<file path="src/rtl/core/fwuks_pkg.sv">
// ----------------------------------------------------------------------------
// fwuks_pkg: shared types and constants for the keyed FIFO
// Field widths, operation codes, status codes and control structs.
// ----------------------------------------------------------------------------
package fwuks_pkg;

    localparam int DEPTH_DEF        = 16;
    localparam int PAYLOAD_BITS_DEF = 16;

    localparam int OP_W   = 2;
    localparam int KEY_W  = 32;
    localparam int PAY_W  = 16;
    localparam int ST_W   = 3;
    localparam int FILL_W = 5;

    typedef enum logic [OP_W-1:0] {
        OP_INSERT = 2'd0,
        OP_REMOVE = 2'd1,
        OP_PEEK   = 2'd2,
        OP_SEARCH = 2'd3
    } op_t;

    typedef enum logic [ST_W-1:0] {
        ST_OK    = 3'd0,
        ST_DUP   = 3'd1,
        ST_FULL  = 3'd2,
        ST_EMPTY = 3'd3,
        ST_MISS  = 3'd4
    } status_t;

    // controller -> datapath
    typedef struct packed {
        logic capture;  // request accepted: latch it and compare its key
        logic exec;     // run the latched request and load the result
    } cmd_t;

endpackage

</file>
<file path="src/rtl/core/fwuks_req_if.sv">
// ----------------------------------------------------------------------------
// fwuks_req_if: request channel
// Valid/ready channel carrying one operation, key and payload.
// ----------------------------------------------------------------------------
interface fwuks_req_if;
    logic                              valid;
    logic                              ready;
    logic [fwuks_pkg::OP_W-1:0]        op;
    logic signed [fwuks_pkg::KEY_W-1:0] key;
    logic [fwuks_pkg::PAY_W-1:0]       payload;

    modport source (output valid, output op, output key, output payload, input ready);
    modport sink   (input valid, input op, input key, input payload, output ready);
endinterface

</file>
<file path="src/rtl/core/fwuks_rsp_if.sv">
// ----------------------------------------------------------------------------
// fwuks_rsp_if: result channel
// Valid/ready channel carrying status, returned entry and fill level.
// ----------------------------------------------------------------------------
interface fwuks_rsp_if;
    logic                               valid;
    logic                               ready;
    logic [fwuks_pkg::ST_W-1:0]         status;
    logic signed [fwuks_pkg::KEY_W-1:0] out_key;
    logic [fwuks_pkg::PAY_W-1:0]        out_payload;
    logic [fwuks_pkg::FILL_W-1:0]       fill_count;
    logic                               is_empty;

    modport source (output valid, output status, output out_key, output out_payload,
                    output fill_count, output is_empty, input ready);
    modport sink   (input valid, input status, input out_key, input out_payload,
                    input fill_count, input is_empty, output ready);
endinterface

</file>
<file path="src/rtl/core/fwuks_ctrl.sv">
// ----------------------------------------------------------------------------
// fwuks_ctrl: sequencing for the keyed FIFO
// Two-state controller: accept a request, then execute it once the output
// register is free. Holds the result valid flag.
// ----------------------------------------------------------------------------
module fwuks_ctrl
(
    input  logic              clk,
    input  logic              rst_n,
    input  logic              req_valid,
    output logic              req_ready,
    input  logic              rsp_ready,
    output logic              rsp_valid,
    output fwuks_pkg::cmd_t   cmd
);

    typedef enum logic {
        S_IDLE,
        S_EXEC
    } state_t;

    state_t state_reg, state_next;
    logic   rsp_valid_reg, rsp_valid_next;
    logic   out_free;

    assign out_free    = !rsp_valid_reg || rsp_ready;
    assign req_ready   = (state_reg == S_IDLE);
    assign cmd.capture = req_valid && (state_reg == S_IDLE);
    assign cmd.exec    = (state_reg == S_EXEC) && out_free;
    assign rsp_valid   = rsp_valid_reg;

    always_comb
    begin
        state_next     = state_reg;
        rsp_valid_next = rsp_valid_reg && !rsp_ready;
        case (state_reg)
            S_IDLE:
            begin
                if (req_valid)
                begin
                    state_next = S_EXEC;
                end
            end
            S_EXEC:
            begin
                if (out_free)
                begin
                    state_next     = S_IDLE;
                    rsp_valid_next = 1'b1;
                end
            end
            default:
            begin
                state_next = S_IDLE;
            end
        endcase
    end

    always_ff @(posedge clk or negedge rst_n)
    begin
        if (!rst_n)
        begin
            state_reg     <= S_IDLE;
            rsp_valid_reg <= 1'b0;
        end
        else
        begin
            state_reg     <= state_next;
            rsp_valid_reg <= rsp_valid_next;
        end
    end

endmodule

</file>
<file path="src/rtl/core/fwuks_dp.sv">
// ----------------------------------------------------------------------------
// fwuks_dp: entry cells, key match and result register
// Entries live in a row of shifting cells, oldest in cell 0. Every cell
// compares its key with the request key when the request is accepted.
// ----------------------------------------------------------------------------
module fwuks_dp
#(
    parameter int DEPTH        = fwuks_pkg::DEPTH_DEF,
    parameter int PAYLOAD_BITS = fwuks_pkg::PAYLOAD_BITS_DEF
)
(
    input  logic                               clk,
    input  logic                               rst_n,
    input  fwuks_pkg::cmd_t                    cmd,
    input  logic [fwuks_pkg::OP_W-1:0]         op,
    input  logic signed [fwuks_pkg::KEY_W-1:0] key,
    input  logic [fwuks_pkg::PAY_W-1:0]        payload,
    output logic [fwuks_pkg::ST_W-1:0]         status,
    output logic signed [fwuks_pkg::KEY_W-1:0] out_key,
    output logic [fwuks_pkg::PAY_W-1:0]        out_payload,
    output logic [fwuks_pkg::FILL_W-1:0]       fill_count,
    output logic                               is_empty
);

    localparam int CW = $clog2(DEPTH + 1);
    localparam int PW = PAYLOAD_BITS;
    localparam int KW = fwuks_pkg::KEY_W;
    localparam int FW = fwuks_pkg::FILL_W;
    localparam int YW = fwuks_pkg::PAY_W;

    logic signed [KW-1:0] key_cell_reg [DEPTH];
    logic [PW-1:0]        pay_cell_reg [DEPTH];
    logic [DEPTH-1:0]     match_reg;
    logic [CW-1:0]        count_reg, count_next;

    fwuks_pkg::op_t       op_reg;
    logic signed [KW-1:0] key_reg;
    logic [PW-1:0]        pay_reg;

    fwuks_pkg::status_t   status_reg, status_next;
    logic signed [KW-1:0] rkey_reg, rkey_next;
    logic [PW-1:0]        rpay_reg, rpay_next;
    logic [CW-1:0]        fill_reg;

    logic          hit;
    logic          full;
    logic          empty;
    logic          do_push;
    logic          do_pop;
    logic [PW-1:0] sel_pay;

    assign hit   = |match_reg;
    assign full  = (count_reg == CW'(DEPTH));
    assign empty = (count_reg == '0);

    // keys are unique, so at most one match bit is set
    always_comb
    begin
        sel_pay = '0;
        for (int i = 0; i < DEPTH; i++)
        begin
            sel_pay = sel_pay | (match_reg[i] ? pay_cell_reg[i] : '0);
        end
    end

    always_comb
    begin
        status_next = fwuks_pkg::ST_OK;
        rkey_next   = '0;
        rpay_next   = '0;
        do_push     = 1'b0;
        do_pop      = 1'b0;
        case (op_reg)
            fwuks_pkg::OP_INSERT:
            begin
                if (hit)
                begin
                    status_next = fwuks_pkg::ST_DUP;
                end
                else if (full)
                begin
                    status_next = fwuks_pkg::ST_FULL;
                end
                else
                begin
                    do_push = 1'b1;
                end
            end
            fwuks_pkg::OP_REMOVE, fwuks_pkg::OP_PEEK:
            begin
                if (empty)
                begin
                    status_next = fwuks_pkg::ST_EMPTY;
                end
                else
                begin
                    rkey_next = key_cell_reg[0];
                    rpay_next = pay_cell_reg[0];
                    do_pop    = (op_reg == fwuks_pkg::OP_REMOVE);
                end
            end
            fwuks_pkg::OP_SEARCH:
            begin
                if (hit)
                begin
                    rkey_next = key_reg;
                    rpay_next = sel_pay;
                end
                else
                begin
                    status_next = fwuks_pkg::ST_MISS;
                end
            end
            default:
            begin
                status_next = fwuks_pkg::ST_OK;
            end
        endcase
    end

    always_comb
    begin
        count_next = count_reg;
        if (cmd.exec && do_push)
        begin
            count_next = count_reg + CW'(1);
        end
        else if (cmd.exec && do_pop)
        begin
            count_next = count_reg - CW'(1);
        end
    end

    always_ff @(posedge clk or negedge rst_n)
    begin
        if (!rst_n)
        begin
            count_reg <= '0;
        end
        else
        begin
            count_reg <= count_next;
        end
    end

    // request latch and per-cell compare
    always_ff @(posedge clk)
    begin
        if (cmd.capture)
        begin
            op_reg  <= fwuks_pkg::op_t'(op);
            key_reg <= key;
            pay_reg <= PW'(payload);
            for (int i = 0; i < DEPTH; i++)
            begin
                match_reg[i] <= (CW'(i) < count_reg) && (key_cell_reg[i] == key);
            end
        end
    end

    genvar g;
    generate
        for (g = 0; g < DEPTH; g++)
        begin : g_cell
            always_ff @(posedge clk)
            begin
                if (cmd.exec && do_pop)
                begin
                    if (g < DEPTH - 1)
                    begin
                        key_cell_reg[g] <= key_cell_reg[(g + 1) % DEPTH];
                        pay_cell_reg[g] <= pay_cell_reg[(g + 1) % DEPTH];
                    end
                end
                else if (cmd.exec && do_push && (count_reg == CW'(g)))
                begin
                    key_cell_reg[g] <= key_reg;
                    pay_cell_reg[g] <= pay_reg;
                end
            end
        end
    endgenerate

    // result register
    always_ff @(posedge clk)
    begin
        if (cmd.exec)
        begin
            status_reg <= status_next;
            rkey_reg   <= rkey_next;
            rpay_reg   <= rpay_next;
            fill_reg   <= count_next;
        end
    end

    assign status      = status_reg;
    assign out_key     = rkey_reg;
    assign out_payload = YW'(rpay_reg);
    assign fill_count  = FW'(fill_reg);
    assign is_empty    = (fill_reg == '0);

endmodule

</file>
<file path="src/rtl/core/fifo_with_unique_key_search_top.sv">
// ----------------------------------------------------------------------------
// fifo_with_unique_key_search_top: bounded FIFO with unique-key search
// Holds up to DEPTH entries (key, payload) in arrival order.
// ----------------------------------------------------------------------------
// Usage:
//   req carries one request: op (insert, remove head, peek head, search),
//   key and payload. rsp returns exactly one result per request: status,
//   returned key and payload, fill count and empty flag after the request.
//   The accept cycle compares the key against every cell in parallel; the
//   execute state then runs the request and loads the output register once
//   that register is free. No new request is accepted until the previous
//   one has executed; the result is valid once the output register loads.
//   Remove shifts all cells one place toward the head as it executes.
//   A new request is accepted while the previous result still waits in the
//   output register. If rsp stalls, the block finishes the compare of the
//   next request and holds in execute until the output register frees up,
//   with req.ready low.
//   Reset empties the queue (fill count zero) and drops any pending result;
//   no clearing pass is needed.
// ----------------------------------------------------------------------------
module fifo_with_unique_key_search_top
#(
    parameter int DEPTH        = fwuks_pkg::DEPTH_DEF,
    parameter int PAYLOAD_BITS = fwuks_pkg::PAYLOAD_BITS_DEF
)
(
    input  logic         clk,
    input  logic         rst_n,
    fwuks_req_if.sink    req,
    fwuks_rsp_if.source  rsp
);

    fwuks_pkg::cmd_t cmd;

    fwuks_ctrl u_ctrl
    (
        .clk       (clk),
        .rst_n     (rst_n),
        .req_valid (req.valid),
        .req_ready (req.ready),
        .rsp_ready (rsp.ready),
        .rsp_valid (rsp.valid),
        .cmd       (cmd)
    );

    fwuks_dp
    #(
        .DEPTH        (DEPTH),
        .PAYLOAD_BITS (PAYLOAD_BITS)
    )
    u_dp
    (
        .clk         (clk),
        .rst_n       (rst_n),
        .cmd         (cmd),
        .op          (req.op),
        .key         (req.key),
        .payload     (req.payload),
        .status      (rsp.status),
        .out_key     (rsp.out_key),
        .out_payload (rsp.out_payload),
        .fill_count  (rsp.fill_count),
        .is_empty    (rsp.is_empty)
    );

endmodule

</file>
<file path="src/flat_wrapper.sv">
// flat-port wrapper written by rule: the top's interface ports become plain ports
module fifo_with_unique_key_search_top_flat 
#(
    parameter int DEPTH        = fwuks_pkg::DEPTH_DEF,
    parameter int PAYLOAD_BITS = fwuks_pkg::PAYLOAD_BITS_DEF
)
  (clk, rst_n, req_valid, req_op, req_key, req_payload, req_ready, rsp_valid, rsp_status, rsp_out_key, rsp_out_payload, rsp_fill_count, rsp_is_empty, rsp_ready);
  fwuks_req_if req_i ();
  fwuks_rsp_if rsp_i ();
  input  logic clk;
  input  logic rst_n;
  input wire logic [$bits(req_i.valid)-1:0] req_valid;
  input wire logic [$bits(req_i.op)-1:0] req_op;
  input wire logic [$bits(req_i.key)-1:0] req_key;
  input wire logic [$bits(req_i.payload)-1:0] req_payload;
  output wire logic [$bits(req_i.ready)-1:0] req_ready;
  output wire logic [$bits(rsp_i.valid)-1:0] rsp_valid;
  output wire logic [$bits(rsp_i.status)-1:0] rsp_status;
  output wire logic [$bits(rsp_i.out_key)-1:0] rsp_out_key;
  output wire logic [$bits(rsp_i.out_payload)-1:0] rsp_out_payload;
  output wire logic [$bits(rsp_i.fill_count)-1:0] rsp_fill_count;
  output wire logic [$bits(rsp_i.is_empty)-1:0] rsp_is_empty;
  input wire logic [$bits(rsp_i.ready)-1:0] rsp_ready;
  assign req_i.valid = req_valid;
  assign req_i.op = req_op;
  assign req_i.key = req_key;
  assign req_i.payload = req_payload;
  assign req_ready = req_i.ready;
  assign rsp_valid = rsp_i.valid;
  assign rsp_status = rsp_i.status;
  assign rsp_out_key = rsp_i.out_key;
  assign rsp_out_payload = rsp_i.out_payload;
  assign rsp_fill_count = rsp_i.fill_count;
  assign rsp_is_empty = rsp_i.is_empty;
  assign rsp_i.ready = rsp_ready;
  fifo_with_unique_key_search_top #(.DEPTH(DEPTH), .PAYLOAD_BITS(PAYLOAD_BITS)) u_core (.clk(clk), .rst_n(rst_n), .req(req_i), .rsp(rsp_i));
endmodule
</file>
<file path="config.mk">
export PLATFORM = sky130hd
export DESIGN_NAME = fifo_with_unique_key_search_top_flat
export DESIGN_NICKNAME = d
export VERILOG_FILES = /design/src/rtl/core/fwuks_pkg.sv /design/src/rtl/core/fwuks_req_if.sv /design/src/rtl/core/fwuks_rsp_if.sv /design/src/rtl/core/fwuks_ctrl.sv /design/src/rtl/core/fwuks_dp.sv /design/src/rtl/core/fifo_with_unique_key_search_top.sv /design/src/flat_wrapper.sv
export SDC_FILE = /design/constraint.sdc
export NUM_CORES = 1
export LEC_CHECK = 0
export BUFFER_PORTS_ARGS = -buffer_cell sky130_fd_sc_hd__buf_2
export CAP_MARGIN = 20
export CORE_ASPECT_RATIO = 0.9
export CORE_MARGIN = 5
export CORE_UTILIZATION = 55
export CTS_BUF_LIST = sky130_fd_sc_hd__clkbuf_8
export DETAILED_ROUTE_END_ITERATION = 7
export GPL_TIMING_DRIVEN = 0
export PLACE_DENSITY_LB_ADDON = 0.05
export SETUP_SLACK_MARGIN = 0.3
export SLEW_MARGIN = 25
export SYNTH_ARGS = -nofsm -noshare
export SYNTH_HDL_FRONTEND = slang
export SYNTH_SLANG_ARGS = --single-unit
</file>
<file path="constraint.sdc">
create_clock -name clk -period 18.95 [get_ports clk]
set_input_delay 2.8425 -clock clk [delete_from_list [all_inputs] [get_ports clk]]
set_output_delay 2.8425 -clock clk [all_outputs]
set_load 0.05 [all_outputs]
</file>
==> results of run 1 <==
## area by class of cell
cell class / instances / share of cell area, %
diodes: 2 / 0.0101
multi-input cells: 1801 / 33.1
clock inverters: 107 / 0.913
repair buffers: 151 / 2.72
clock buffers: 155 / 4.29
plain buffers: 248 / 2.25
flip-flops and latches: 897 / 54.1
well taps: 1050 / 2.64
inverters: 6 / 0.0453
## cell usage after synthesis (all sizes together) (7+ instances only)
cell,instances,area share (%)
ha,8,0.23
buf,95,1.2
a2111oi,7,0.14
a21oi,16,0.18
a22o,25,0.49
nand2,33,0.28
dfrtp,7,0.40
edfxtp,890,60
nor2,49,0.42
mux2,720,18
clkbuf,153,1.3
a221oi,25,0.49
nand4,80,1.2
nor4,86,1.2
xor2,306,6.0
o21ai,22,0.25
nor3,21,0.28
nand3,40,0.45
a22oi,114,1.9
xnor2,210,4.2
## power groups by stage
stage	combinational [mW]	sequential [mW]	clock, mW
global route	1.38	2.76	1.66
floorplan	0.598	2.90	0
global placement	1.20	2.82	0
detailed placement	1.30	2.77	0
finish	1.34	2.74	1.56
CTS	1.31	2.73	1.56
## stage by stage
| stage | cell area, um^2 | worst slack (ns) |
|---|---|---|
| CTS | 49700 | 12.92 |
| global placement | 46200 | 7.58 |
| detailed placement | 47100 | 12.04 |
| finish | 49800 | 12.77 |
| floorplan | 44300 | 10.99 |
| global route | 49800 | 12.72 |
## critical path, stage by stage
cell      delay [ns]
buf_2           0.07
nand2b_1        0.26
o311a_1         0.41
and3_1          0.20
clkbuf_1        0.21
clkbuf_1        0.39
nand2_1         0.20
nor3_2          0.70
buf_4           0.33
buf_4           0.22
buf_4           0.21
buf_4           0.21
buf_4           0.20
buf_4           0.20
## layer usage
layer | vias up | global-route usage (%) | part of all wire, %
met2 | 1968 | 47.3 | 41
met1 | 14300 | 49.4 | 42
met5 | - | 0 | 0
met3 | 359 | 8.82 | 12
met4 | 0 | 14.1 | 4.8
li1 | 11900 | - | -
## final timing paths
check | endpoint | slack, ns | cells after the start
worst max register to register | u_core.u_dp.key_cell_reg[1][246]$_DFFE_PP_ | 13.68 | 17
worst min-delay path | u_core.u_dp.pay_cell_reg[0][40]$_DFFE_PP_ | 0.56 | 1
worst min register to register | u_core.u_dp.pay_cell_reg[0][40]$_DFFE_PP_ | 0.56 | 1
worst max-delay path | u_core.u_dp.key_cell_reg[1][246]$_DFFE_PP_ | 12.77 | 14
min in group asynchronous | u_core.u_dp.count_reg[0]$_DFF_PN0_ | 1.87 | 1
max in group asynchronous | u_core.u_dp.count_reg[2]$_DFF_PN0_ | 16.90 | 1
## cells by family after synthesis
logic type               after synthesis  share of synthesized area (%)
flip-flops                           897                           60.7
multiplexers                         723                           18.4
XOR/XNOR                             516                           10.2
AND/OR/NAND/NOR                      337                           4.32
buffers and inverters                254                           2.55
AO/OA/AOI/OAI                        217                           3.63
adder cells (fa/ha/maj)                8                          0.226
==> impl_metrics.yaml, run 1 <==
clocking:
  clockBufferDepth: 3
  cts_tree: "done"
  postCtsSetupRepairBufs: 0
  root_buffer: "clkbuf_8"
  cts_made_buffers: 151
  clk_latency_ns: 0.83
  cts_hold_buf: 0
  cts-resized-gates: 0
  cts_num_sinks: 897
  cts.htree.levels: 4
  clk_pin_slew_ns: 0.07
job:
  maxCapViolCount: 0
sta:
  max_slew.worst_pin.slew_ns: 1.18
  final-max-slew-violation-count: 0
  setup_viol: 0
  relSlewSlack_pct: 21.1
  whs_ns: 0.563
  finClkSkew_ns: 0.0288
  max_freq_mhz: 162
  hold_viol: 0
  fin_crit_sh_pct: 32.6
  rsz0062_at_grt: "false"
  post-route-min-period_ns: 6.18
  final.setup.tns_ns: 0
yosys:
  synth-edff-count: 890
  async_reset_ff_share_pct: 0.780
  yosysWarnings: 0
  ys_seq_area_share_pct: 60.7
  ys.flop_type: "edfxtp_1"
  ys_types: 49
  yosys_register_bits: 897
  avgSynthCellArea_um2: 15.0
  netlist_instances: 2952
  synth_area_mm2: 0.0443
  syn_nets: 3014
cells_and_area:
  regArea_mm2: 0.0269
  largest_reg_flops: 512
  layout-drive-gt1-share_pct: 33.8
  layout_commonest_cell: "edfxtp_1"
  final_nets: 3318
  n_fill_cell: 6060
  fin_cells: 4417
  fin_util_pct: 62.4
  area_growth_pct: 12.3
  multi_input_area_mm2: 0.0164
  layout_common_cells: "edfxtp_1 (890), mux2_2 (696), xor2_1 (306), xnor2_1 (210), buf_2 (169)"
worst_setup_path:
  critPathKind: "in2reg"
  cp_max_fo: 10
  start_kind: "input port"
  worstSetupStartpoint: "rsp_ready"
  endpoint_kind: "flop"
  cp.required_ns: 19.46
  critPathArrivalTime_ns: 6.69
  worstReg2RegStart: "u_core.u_dp.count_reg[0]$_DFF_PN0_"
detailed_routing:
  viasPerCell: 6.46
  drt_iter0_drc: 4718
  ant_nets: 0
  first_pass_iters: 6
  wire_per_inst_um: 33.3
  drcViolationCount: 0
  drt_wl_total_um: 147000
  vias: 28500
power:
  pwr-share-comb_pct: 23.7
  p_per_area_mw_per_mm2: 113
  swShare_pct: 34.3
  p_total_mw: 5.64
  seqPwrFrac_pct: 48.6
  p_clk_share_pct: 27.6
  peakVddDrop_mv: 0.0707
  p_int_mw: 3.70
  leakagePower_nw: 16.7
  switching_power_mw: 1.93
place:
  dp.cells: 4152
  gp_congestion: 1.02
  portBuffers: 112
  place_hpwl_um: 113000
floorplan:
  initial_utilization_pct: 55.6
  die_w_um: 309
  ios: 113
  core-area_mm2: 0.0797
  die_h_um: 279
  die_area_mm2: 0.0864
  fp-row-count: 98
run_status:
  outcome: "complete, no violations"
grt:
  grt_pass1_vias: 28400
  grt_usage_pct: 33.5
  antenna_found_initial: 4
  grt_max_degree: 44
  gr-total-overflow: 0
  grt_pass1_wl_um: 203000
min_path:
  hold_start: "u_core.u_dp.pay_cell_reg[0][56]$_DFFE_PP_"
  hp-class: "reg2reg"
No activity file was read; power rests on OpenSTA's default activity.
==> run 2: changes to the inputs <==
- clock period: 18.95 -> 6.4 ns (I/O delays scaled with it)
==> run 2 against run 1 <==
- clock skew shrank 0.0034 ns
- core utilization is essentially flat
- register-to-register slack lost 12 ns
- cell area is essentially flat
- clock power grew to 3.0 times the previous value
- largest cell class unchanged
==> impl_metrics.yaml, run 2 (synthesized netlist as in run 1, its figures left out) <==
grt:
  grt_max_degree: 44
  grt_pass1_vias: 28400
  gr-total-overflow: 0
  antenna_found_initial: 4
  grt_pass1_wl_um: 203000
  grt_usage_pct: 33.5
min_path:
  hp-class: "in2reg"
  min_path_cells: 1
  whs_endpoint: "u_core.u_dp.pay_reg[13]$_DFFE_PP_"
  hold_start: "req_payload[13]"
detailed_routing:
  vias: 28500
  drt_iter0_drc: 4720
  viasPerCell: 6.44
  first_pass_iters: 6
  ant_nets: 0
  drt_wl_total_um: 147000
  wire_per_inst_um: 33.3
  drcViolationCount: 0
sta:
  fin_crit_sh_pct: 81.5
  finClkSkew_ns: 0.0254
  relSlewSlack_pct: 16.7
  hold_viol: 0
  max_slew.worst_pin.slew_ns: 1.25
  post-route-min-period_ns: 5.22
  rsz0062_at_grt: "false"
  final-max-slew-violation-count: 0
  max_freq_mhz: 192
  setup_viol: 0
floorplan:
  die_area_mm2: 0.0864
  ios: 113
  initial_utilization_pct: 55.6
  fp-row-count: 98
  core-area_mm2: 0.0797
  die_h_um: 279
  die_w_um: 309
worst_setup_path:
  worstRegToRegCells: 17
  worstReg2RegStart: "u_core.u_dp.count_reg[0]$_DFF_PN0_"
  cp_slowest_stage_delay_ns: 0.66
  critPathArrivalTime_ns: 5.73
  cp_top_family: "buffers and inverters"
  start_kind: "flop"
  cp.required_ns: 6.92
  crit_chain: "clkbuf_1, inv_1, ha_1, buf_2, nand2_1, o311a_1, and3_1, clkbuf_1, clkbuf_1, nand2_1, nor3_2, buf_4, buf_4, buf_4, buf_4, buf_4, buf_4"
  r2r_setup_slack_ns: 1.18
  critPathSlowestCell: "nor3_2"
  cp_max_fo: 10
  crit_buf_inv: 11
  rr_endpoint: "u_core.u_dp.key_cell_reg[1][246]$_DFFE_PP_"
  critPathKind: "reg2reg"
  crit_top_cell: "buf_4"
  endpoint_kind: "flop"
cells_and_area:
  layout_commonest_cell: "edfxtp_1"
  fin_cells: 4420
  area_growth_pct: 12.3
  largest_reg_flops: 512
  layout-drive-gt1-share_pct: 33.8
  multi_input_area_mm2: 0.0164
  n_fill_cell: 6057
  regArea_mm2: 0.0269
  layout_common_cells: "edfxtp_1 (890), mux2_2 (696), xor2_1 (306), xnor2_1 (210), buf_2 (169)"
  stdcell_area_mm2: 0.0498
  final_nets: 3319
clocking:
  clockBufferDepth: 3
  clk_latency_ns: 0.83
  cts_made_buffers: 151
  postCtsSetupRepairBufs: 0
  clk_pin_slew_ns: 0.07
  root_buffer: "clkbuf_8"
  cts.htree.levels: 4
  cts_num_sinks: 897
  cts_tree: "done"
place:
  gp_congestion: 1.02
  place_hpwl_um: 113000
  portBuffers: 112
  placed_area_mm2: 0.0471
  dp.cells: 4152
run_status:
  outcome: "complete, no violations"
power:
  leakagePower_nw: 16.7
  peakVddDrop_mv: 0.211
  p_per_area_mw_per_mm2: 335
job:
  maxCapViolCount: 0
[run 2: cell types whose count changed in the layout (fill, tap and decap cells not counted), sizes merged]
cell         change
diode            +2
dlygate4sd3      +1
[run 2: how the worst max path moves through the flow]
stage,from,end,cells after the start
after global routing,u_core.u_dp.count_reg[0]$_DFF_PN0_,u_core.u_dp.key_cell_reg[1][246]$_DFFE_PP_,17
after floorplan,rsp_ready,u_core.u_dp.key_cell_reg[1][160]$_DFFE_PP_,7
after global placement,u_core.u_dp.count_reg[0]$_DFF_PN0_,u_core.u_dp.key_cell_reg[1][201]$_DFFE_PP_,9
after CTS,u_core.u_dp.count_reg[0]$_DFF_PN0_,u_core.u_dp.key_cell_reg[1][246]$_DFFE_PP_,17
after detailed placement,u_core.u_dp.count_reg[0]$_DFF_PN0_,u_core.u_dp.key_cell_reg[1][239]$_DFFE_PP_,17
final,u_core.u_dp.count_reg[0]$_DFF_PN0_,u_core.u_dp.key_cell_reg[1][246]$_DFFE_PP_,17
[run 2: worst register-to-register path, delay by kind of cell (launching register included)]
| family | cells | cell delay, ns |
|---|---|---|
| flip-flops | 1 | 0.42 |
| buffers and inverters | 11 | 2.78 |
| AND/OR/NAND/NOR | 4 | 1.16 |
| adder cells (fa/ha/maj) | 1 | 0.23 |
| AO/OA/AOI/OAI | 1 | 0.32 |
[run 2: power by group]
group	total, mW	internal, mW	switching, mW
sequential	8.12	7.57	0.550
combinational	3.96	1.16	2.80
clock	4.61	2.24	2.37
[run 2: through the flow]
step / worst slack [ns] / power, mW / setup TNS, ns / utilization (%) / hold slack [ns]
3_3_place_gp: -3.12 / 11.9 / -1221.90 / 58.0 / 0.534
2_1_floorplan: 0.320 / 10.4 / 0 / - / 0.509
6_report: 1.18 / 16.7 / 0 / 62.4 / 0.306
4_1_cts: 1.30 / 16.6 / 0 / 62.4 / 0.253
5_1_grt: 1.03 / 17.2 / 0 / 62.4 / 0.269
3_5_place_dp: 1.31 / 12.1 / 0 / 59.1 / 0.551
[run 2: layer usage]
metal | share of wire, % | routed length [um] | track usage [%]
met3 | 12 | 17700 | 8.82
met5 | 0 | 0 | 0
met2 | 42 | 61200 | 47.3
met4 | 4.6 | 6810 | 14.1
met1 | 42 | 61600 | 49.4
[run 2: timing repair]
item	4_1_cts	5_1_grt
hold buffers	1	0
gates resized for setup	0	0
endpoints found under the hold margin	7	0
[run 2: cell type report]
cell class / instances / share of cell area, %
Tap cell: 1050 / 2.64
Clock inverter: 107 / 0.913
Multi-Input combinational cell: 1801 / 33.1
Sequential cell: 897 / 54.1
Inverter: 6 / 0.0453
Antenna cell: 4 / 0.0201
Clock buffer: 155 / 4.29
Timing Repair Buffer: 152 / 2.74
Buffer: 248 / 2.25
